<file path="config.mk">
export PLATFORM = sky130hd
export DESIGN_NAME = key_event_ring_fifo
export DESIGN_NICKNAME = d
export VERILOG_FILES = /design/src/hw/rtl/kerf_pkg.sv /design/src/hw/rtl/key_event_ring_fifo.sv /design/src/hw/rtl/kerf_core.sv
export SDC_FILE = /design/constraint.sdc
export NUM_CORES = 2
export LEC_CHECK = 0
export BUFFER_PORTS_ARGS = -buffer_cell sky130_fd_sc_hd__buf_2
export CAP_MARGIN = 40
export CORE_ASPECT_RATIO = 0.75
export CORE_UTILIZATION = 45
export CTS_CLUSTER_DIAMETER = 80
export CTS_CLUSTER_SIZE = 28
export DETAILED_ROUTE_END_ITERATION = 6
export SLEW_MARGIN = 10
export SYNTH_ARGS = -nofsm -noshare
export SYNTH_HDL_FRONTEND = slang
export SYNTH_SLANG_ARGS = --single-unit
</file>
<file path="constraint.sdc">
create_clock -name clk -period 8.8 [get_ports clk]
set_input_delay 0 -clock clk [delete_from_list [all_inputs] [get_ports clk]]
set_output_delay 0 -clock clk [all_outputs]
set_load 0.05 [all_outputs]
</file>
<file path="src/hw/rtl/kerf_pkg.sv">
package kerf_pkg;

  localparam int DEPTH  = 256;
  localparam int PTR_W  = $clog2(DEPTH);
  localparam int CODE_W = 16;
  localparam int FILL_W = 8;
  localparam int FILL_MAX = (1 << FILL_W) - 1;

  localparam logic [CODE_W-1:0] SCAN_OFFSET = 16'hFF00;

  typedef enum logic [1:0] {
    REQ_PUSH  = 2'd0,
    REQ_POP   = 2'd1,
    REQ_FLUSH = 2'd2
  } req_type_t;

  typedef logic [PTR_W-1:0] ptr_t;

  typedef struct packed {
    logic [1:0]        req_type;
    logic [CODE_W-1:0] key_scan;
    logic [CODE_W-1:0] key_unicode;
  } kerf_req_t;

  typedef struct packed {
    logic              key_valid;
    logic              dropped_oldest;
    logic [FILL_W-1:0] fill_count;
    logic              not_empty;
  } kerf_status_t;

  function automatic ptr_t ring_next(input ptr_t p);
    ring_next = (p == PTR_W'(DEPTH - 1)) ? '0 : p + 1'b1;
  endfunction

endpackage

</file>
<file path="src/hw/rtl/key_event_ring_fifo.sv">
// Pipeline: input register, then result register, between input request and result.
// Throughput: one request per cycle while the result is not stalled; the store has one write and one read port.
// Each request gives exactly one result; a stalled result holds while the next request waits.
// Reset (rst_n low, synchronous) clears both pointers and the pipeline valids; the store
// itself is not cleared and holds nothing readable until written.
module key_event_ring_fifo (
  input  logic        clk,
  input  logic        rst_n,
  input  logic        in_tvalid,
  output logic        in_tready,
  input  logic [31:0] in_tdata,  // [15:0] key_unicode, [31:16] key_scan
  input  logic [1:0]  in_tuser,  // [1:0] req_type
  output logic        out_tvalid,
  input  logic        out_tready,
  // [15:0] key_code, [16] key_valid, [17] dropped_oldest, [25:18] fill_count,
  // [26] not_empty, [31:27] zero
  output logic [31:0] out_tdata
);
  import kerf_pkg::*;

  kerf_req_t         req_r;
  logic              req_valid_r;
  kerf_status_t      status_nxt;
  kerf_status_t      status_r;
  logic              res_valid_r;
  logic              adv;
  logic [CODE_W-1:0] rd_data_r;
  logic [CODE_W-1:0] key_code;

  assign adv       = req_valid_r && (!res_valid_r || out_tready);
  assign in_tready = !req_valid_r || adv;

  always_ff @(posedge clk) begin
    if (!rst_n) begin
      req_valid_r <= 1'b0;
      res_valid_r <= 1'b0;
    end else begin
      if (in_tready) begin
        req_valid_r <= in_tvalid;
      end
      if (adv) begin
        res_valid_r <= 1'b1;
      end else if (out_tready) begin
        res_valid_r <= 1'b0;
      end
    end
  end

  always_ff @(posedge clk) begin
    if (in_tready && in_tvalid) begin
      req_r.req_type    <= in_tuser;
      req_r.key_unicode <= in_tdata[15:0];
      req_r.key_scan    <= in_tdata[31:16];
    end
    if (adv) begin
      status_r <= status_nxt;
    end
  end

  kerf_core u_core (
    .clk        (clk),
    .rst_n      (rst_n),
    .adv        (adv),
    .req        (req_r),
    .status_nxt (status_nxt),
    .rd_data_r  (rd_data_r)
  );

  assign key_code   = status_r.key_valid ? rd_data_r : '0;
  assign out_tvalid = res_valid_r;
  assign out_tdata  = {5'b0, status_r.not_empty, status_r.fill_count,
                       status_r.dropped_oldest, status_r.key_valid, key_code};

endmodule

</file>
<file path="src/hw/rtl/kerf_core.sv">
module kerf_core (
  input  logic                       clk,
  input  logic                       rst_n,
  input  logic                       adv,
  input  kerf_pkg::kerf_req_t        req,
  output kerf_pkg::kerf_status_t     status_nxt,
  output logic [kerf_pkg::CODE_W-1:0] rd_data_r
);
  import kerf_pkg::*;

  logic [CODE_W-1:0] mem [DEPTH];

  ptr_t wp_r, wp_nxt;
  ptr_t rp_r, rp_nxt;
  logic              have_key;
  logic              push_en;
  logic [CODE_W-1:0] push_code;
  logic [PTR_W-1:0]  fill;
  logic              popped;
  logic              dropped;

  assign have_key  = (req.key_unicode != '0) || (req.key_scan != '0);
  assign push_code = (req.key_unicode != '0) ? req.key_unicode : req.key_scan + SCAN_OFFSET;

  always_comb begin
    wp_nxt  = wp_r;
    rp_nxt  = rp_r;
    push_en = 1'b0;
    popped  = 1'b0;
    dropped = 1'b0;
    case (req.req_type)
      REQ_PUSH: begin
        if (have_key) begin
          push_en = 1'b1;
          wp_nxt  = ring_next(wp_r);
          // full ring: drop the oldest entry
          if (ring_next(wp_r) == rp_r) begin
            rp_nxt  = ring_next(rp_r);
            dropped = 1'b1;
          end
        end
      end
      REQ_POP: begin
        if (wp_r != rp_r) begin
          popped = 1'b1;
          rp_nxt = ring_next(rp_r);
        end
      end
      REQ_FLUSH: begin
        wp_nxt = '0;
        rp_nxt = '0;
      end
      default: begin
      end
    endcase
  end

  always_comb begin
    if (wp_nxt >= rp_nxt) begin
      fill = wp_nxt - rp_nxt;
    end else begin
      fill = PTR_W'({1'b0, wp_nxt} + (PTR_W + 1)'(DEPTH) - {1'b0, rp_nxt});
    end
  end

  always_comb begin
    status_nxt.key_valid      = popped;
    status_nxt.dropped_oldest = dropped;
    status_nxt.fill_count     = (32'(fill) > 32'(FILL_MAX)) ? FILL_W'(FILL_MAX) : FILL_W'(fill);
    status_nxt.not_empty      = (fill != '0);
  end

  always_ff @(posedge clk) begin
    if (!rst_n) begin
      wp_r <= '0;
      rp_r <= '0;
    end else if (adv) begin
      wp_r <= wp_nxt;
      rp_r <= rp_nxt;
    end
  end

  // Read the oldest entry alongside the request; the top level gates it by key_valid.
  always_ff @(posedge clk) begin
    if (adv && push_en) begin
      mem[wp_r] <= push_code;
    end
    if (adv) begin
      rd_data_r <= mem[rp_r];
    end
  end

endmodule

</file>
==> run metrics <==
Synth top area share 0.778; Crit-path slowest cell nand3_2; cell taking the most area after synthesis edfxtp_1; unique cell type count in the Yosys netlist 58; TritonCTS clock tree done; # DRC 0; post-CTS sizing 0; layout net count 6924; largest net degree at the start of global routing 208; total grt overflow 0; Hold Slack 0.0331 ns; Post-Syn Area 0.160 mm2; CTS buffer count 181; period utilization 0.676; via count 72400; relative slew slack 0.0287; die span in y 519 um; Max H-tree Level 4; status completed; #FFs+latches synth 4175; Rows 189; post-place setup slack 3.11 ns; clk slew on worst S/H paths 0.10 ns; Post-DP HPWL 232000 um; root buffer cell clkbuf_16; 1st-iter DRT viols 9667; WL/cell 34.2 um; Vias/cell 6.23; die width 691 um; post-detailed-route count of antenna-violating nets 0; Fill cells 27400; slowest stage delay, CP 0.67 ns; die area 0.359 mm2; Final Max Tran Viols 0; Mapped Cells 6509; # Max-Cap Violations 0; Tightest Pin Transition 1.46 ns; clk_skew 0.0792 ns; CP delay by family, top simple AND/OR/NAND/NOR gates; initial antenna violation count 24; CP max FO 20; GRT Overall Usage 0.219; Clock Tree Buf Depth 4; vias in the first global route 71400; port bufs 66; gpl congestion 0.830; Finish-stage setup viols 0; Crit Path Class flop to flop; sequential share of the synthesized area 0.780; # hold bufs at CTS 76; critical path required time 9.46 ns; post-CTS setup buffer count 0; fin crit period 5.95 ns; Crit. End Element flop; Area Overhead vs Synth 9.43%; syn_area_per_cell 24.6 um2; fin cells 11600; drt pass-1 iters 6; Area contributors post-synth edfxtp_1 (78%), mux4_2 (19%), nor2_1 (0.70%); fin worst setup slack 2.85 ns; Setup TNS 0 ns; WP data arrival 6.61 ns; Fin. Hold Viols 0; crit path cell chain ha_1, nand3_2, or3_1, a211oi_1, and4_1, nand2_1, o21ai_0, nand3_1, o21ai_0, ha_1, or2_2, o22a_1, o31ai_1, o21a_1, nand3b_1, a21boi_0, o211a_1, o211ai_1; Max VDD drop 187 uV; Clk Latency, worst-skew pair 0.93 ns; Synth Warn # 0; Core Region 0.354 mm2; routed wire length 398000 um; share of cells above drive strength 1 0.319; Initial Util 0.453; WP buf/inv 0; HP Class input pin to flop; CP startpoint kind flop; RSZ-0062 raised after global routing false; number of synthesized flops with an enable pin 4157; Highest Clock Rate 168 MHz; Power Density 194 mW/mm2; Async SR Flop Fraction 0; # placed instances 11300; LEAKAGE 0.0512 uW; first-pass GRT wire length 560000 um; number of I/O pins 72; total clock sinks 4175; Post-synth top flop edfxtp_1; Final Power 34000 uW
## layout by cell type, fill, tap and decap left out, drive strengths merged, types with 6 or more instances in the layout
master       Yosys  layout
a211oi          11      11
a21o            18      18
a21oi           27      27
and2            20      20
and3             6       6
and4             6       6
buf            170     470
clkbuf         198     207
clkinv           1      21
dfxtp           18      18
diode            0      19
dlygate4sd3      0      76
edfxtp        4157    4157
ha              12      12
inv             12      22
mux4          1360    1360
nand2           56      56
nand3           18      18
nor2           298     298
nor2b            6       6
nor3            15      15
nor4            10      10
o21ai           19      19
xnor2           13      13
xor2            11      11
## worst paths after layout
path	end	slack (ns)	depth (start not counted)	startpoint
max	out_tdata[26]	2.85	18	u_core.wp_r[0]
min	u_core.rp_r[7]	0.03	4	rst_n
max reg2reg	out_tdata[26]	2.85	18	u_core.wp_r[0]
min reg2reg	u_core.mem[44][10]	0.66	1	req_r[10]
## routing by layer
layer,vias up,wire [um],global-route usage
met4,0,7940,0.0417
met1,40400,171000,0.334
li1,28600,-,-
met3,394,30900,0.0345
met5,-,0,0
met2,3049,188000,0.342
## where the power goes
group	internal (uW)	switching, uW	leakage, uW
Sequential	21900	57.1	0.0375
Clock	3880	5950	0.00245
Combinational	853	1390	0.0112
Total	26600	7400	0.0512
## final cells by class
class	count	area (um2)	share of cell area
inverter	13	53.8	0.000306
antenna	19	47.5	0.000271
tap	4679	5850	0.0333
clock inverter	30	333	0.00190
timing repair buffer	546	5200	0.0296
clock buffer	207	4680	0.0267
sequential	4175	125000	0.713
multi-input combinational	1957	34200	0.195
## sequential cells by signal (all words and copies together), names as in the netlist
name and count:
out_tdata 11, out_tvalid 1, req_r 34, req_valid_r 1, u_core.mem 4096, u_core.rd_data_r 16
u_core.rp_r 8, u_core.wp_r 8
## per-stage QoR
| step | utilization | area, um2 |
|---|---|---|
| 3_5_place_dp | 0.479 | 170000 |
| 2_1_floorplan | - | 160000 |
| 5_1_grt | 0.496 | 176000 |
| 3_3_place_gp | 0.476 | 168000 |
| 6_report | 0.496 | 176000 |
| 4_1_cts | 0.495 | 175000 |
## worst min-delay path, cell delays in order
cell and delay [ns]:
dlygate4sd3_1 0.53, buf_2 0.16, clkinv_1 0.15, a211oi_1 0.06
## synth_stat cells, types with 3 or more instances
cell         n
nand2_1     56
xnor2_1     13
nor2_1     298
xor2_1      11
nor2b_1      6
a21o_1      18
a211oi_1    10
nand3_1     18
buf_2      104
and2_1      20
nand4_1      4
buf_1       56
nor3_1      15
a21boi_0     3
buf_4        8
ha_1        12
o21ai_0     17
dfxtp_1     18
o21bai_1     3
and3_1       6
o31ai_1      4
edfxtp_1  4157
and4_1       6
a21oi_1     27
nor4_1      10
clkbuf_1   198
inv_1       11
mux4_2    1360
## kinds of logic (layout without fill, tap and decap cells)
family,count (synthesis),after routing,synth area share
AO/OA/AOI/OAI,103,103,0.00426
XOR/XNOR,24,24,0.00131
other,1,24,0.0000234
flip-flops,4175,4175,0.780
buffers and inverters,381,796,0.0100
adder cells (fa/ha/maj),12,12,0.000936
AND/OR/NAND/NOR,450,450,0.0120
multiplexers,1363,1363,0.191
(Power assumes the default switching activity.)
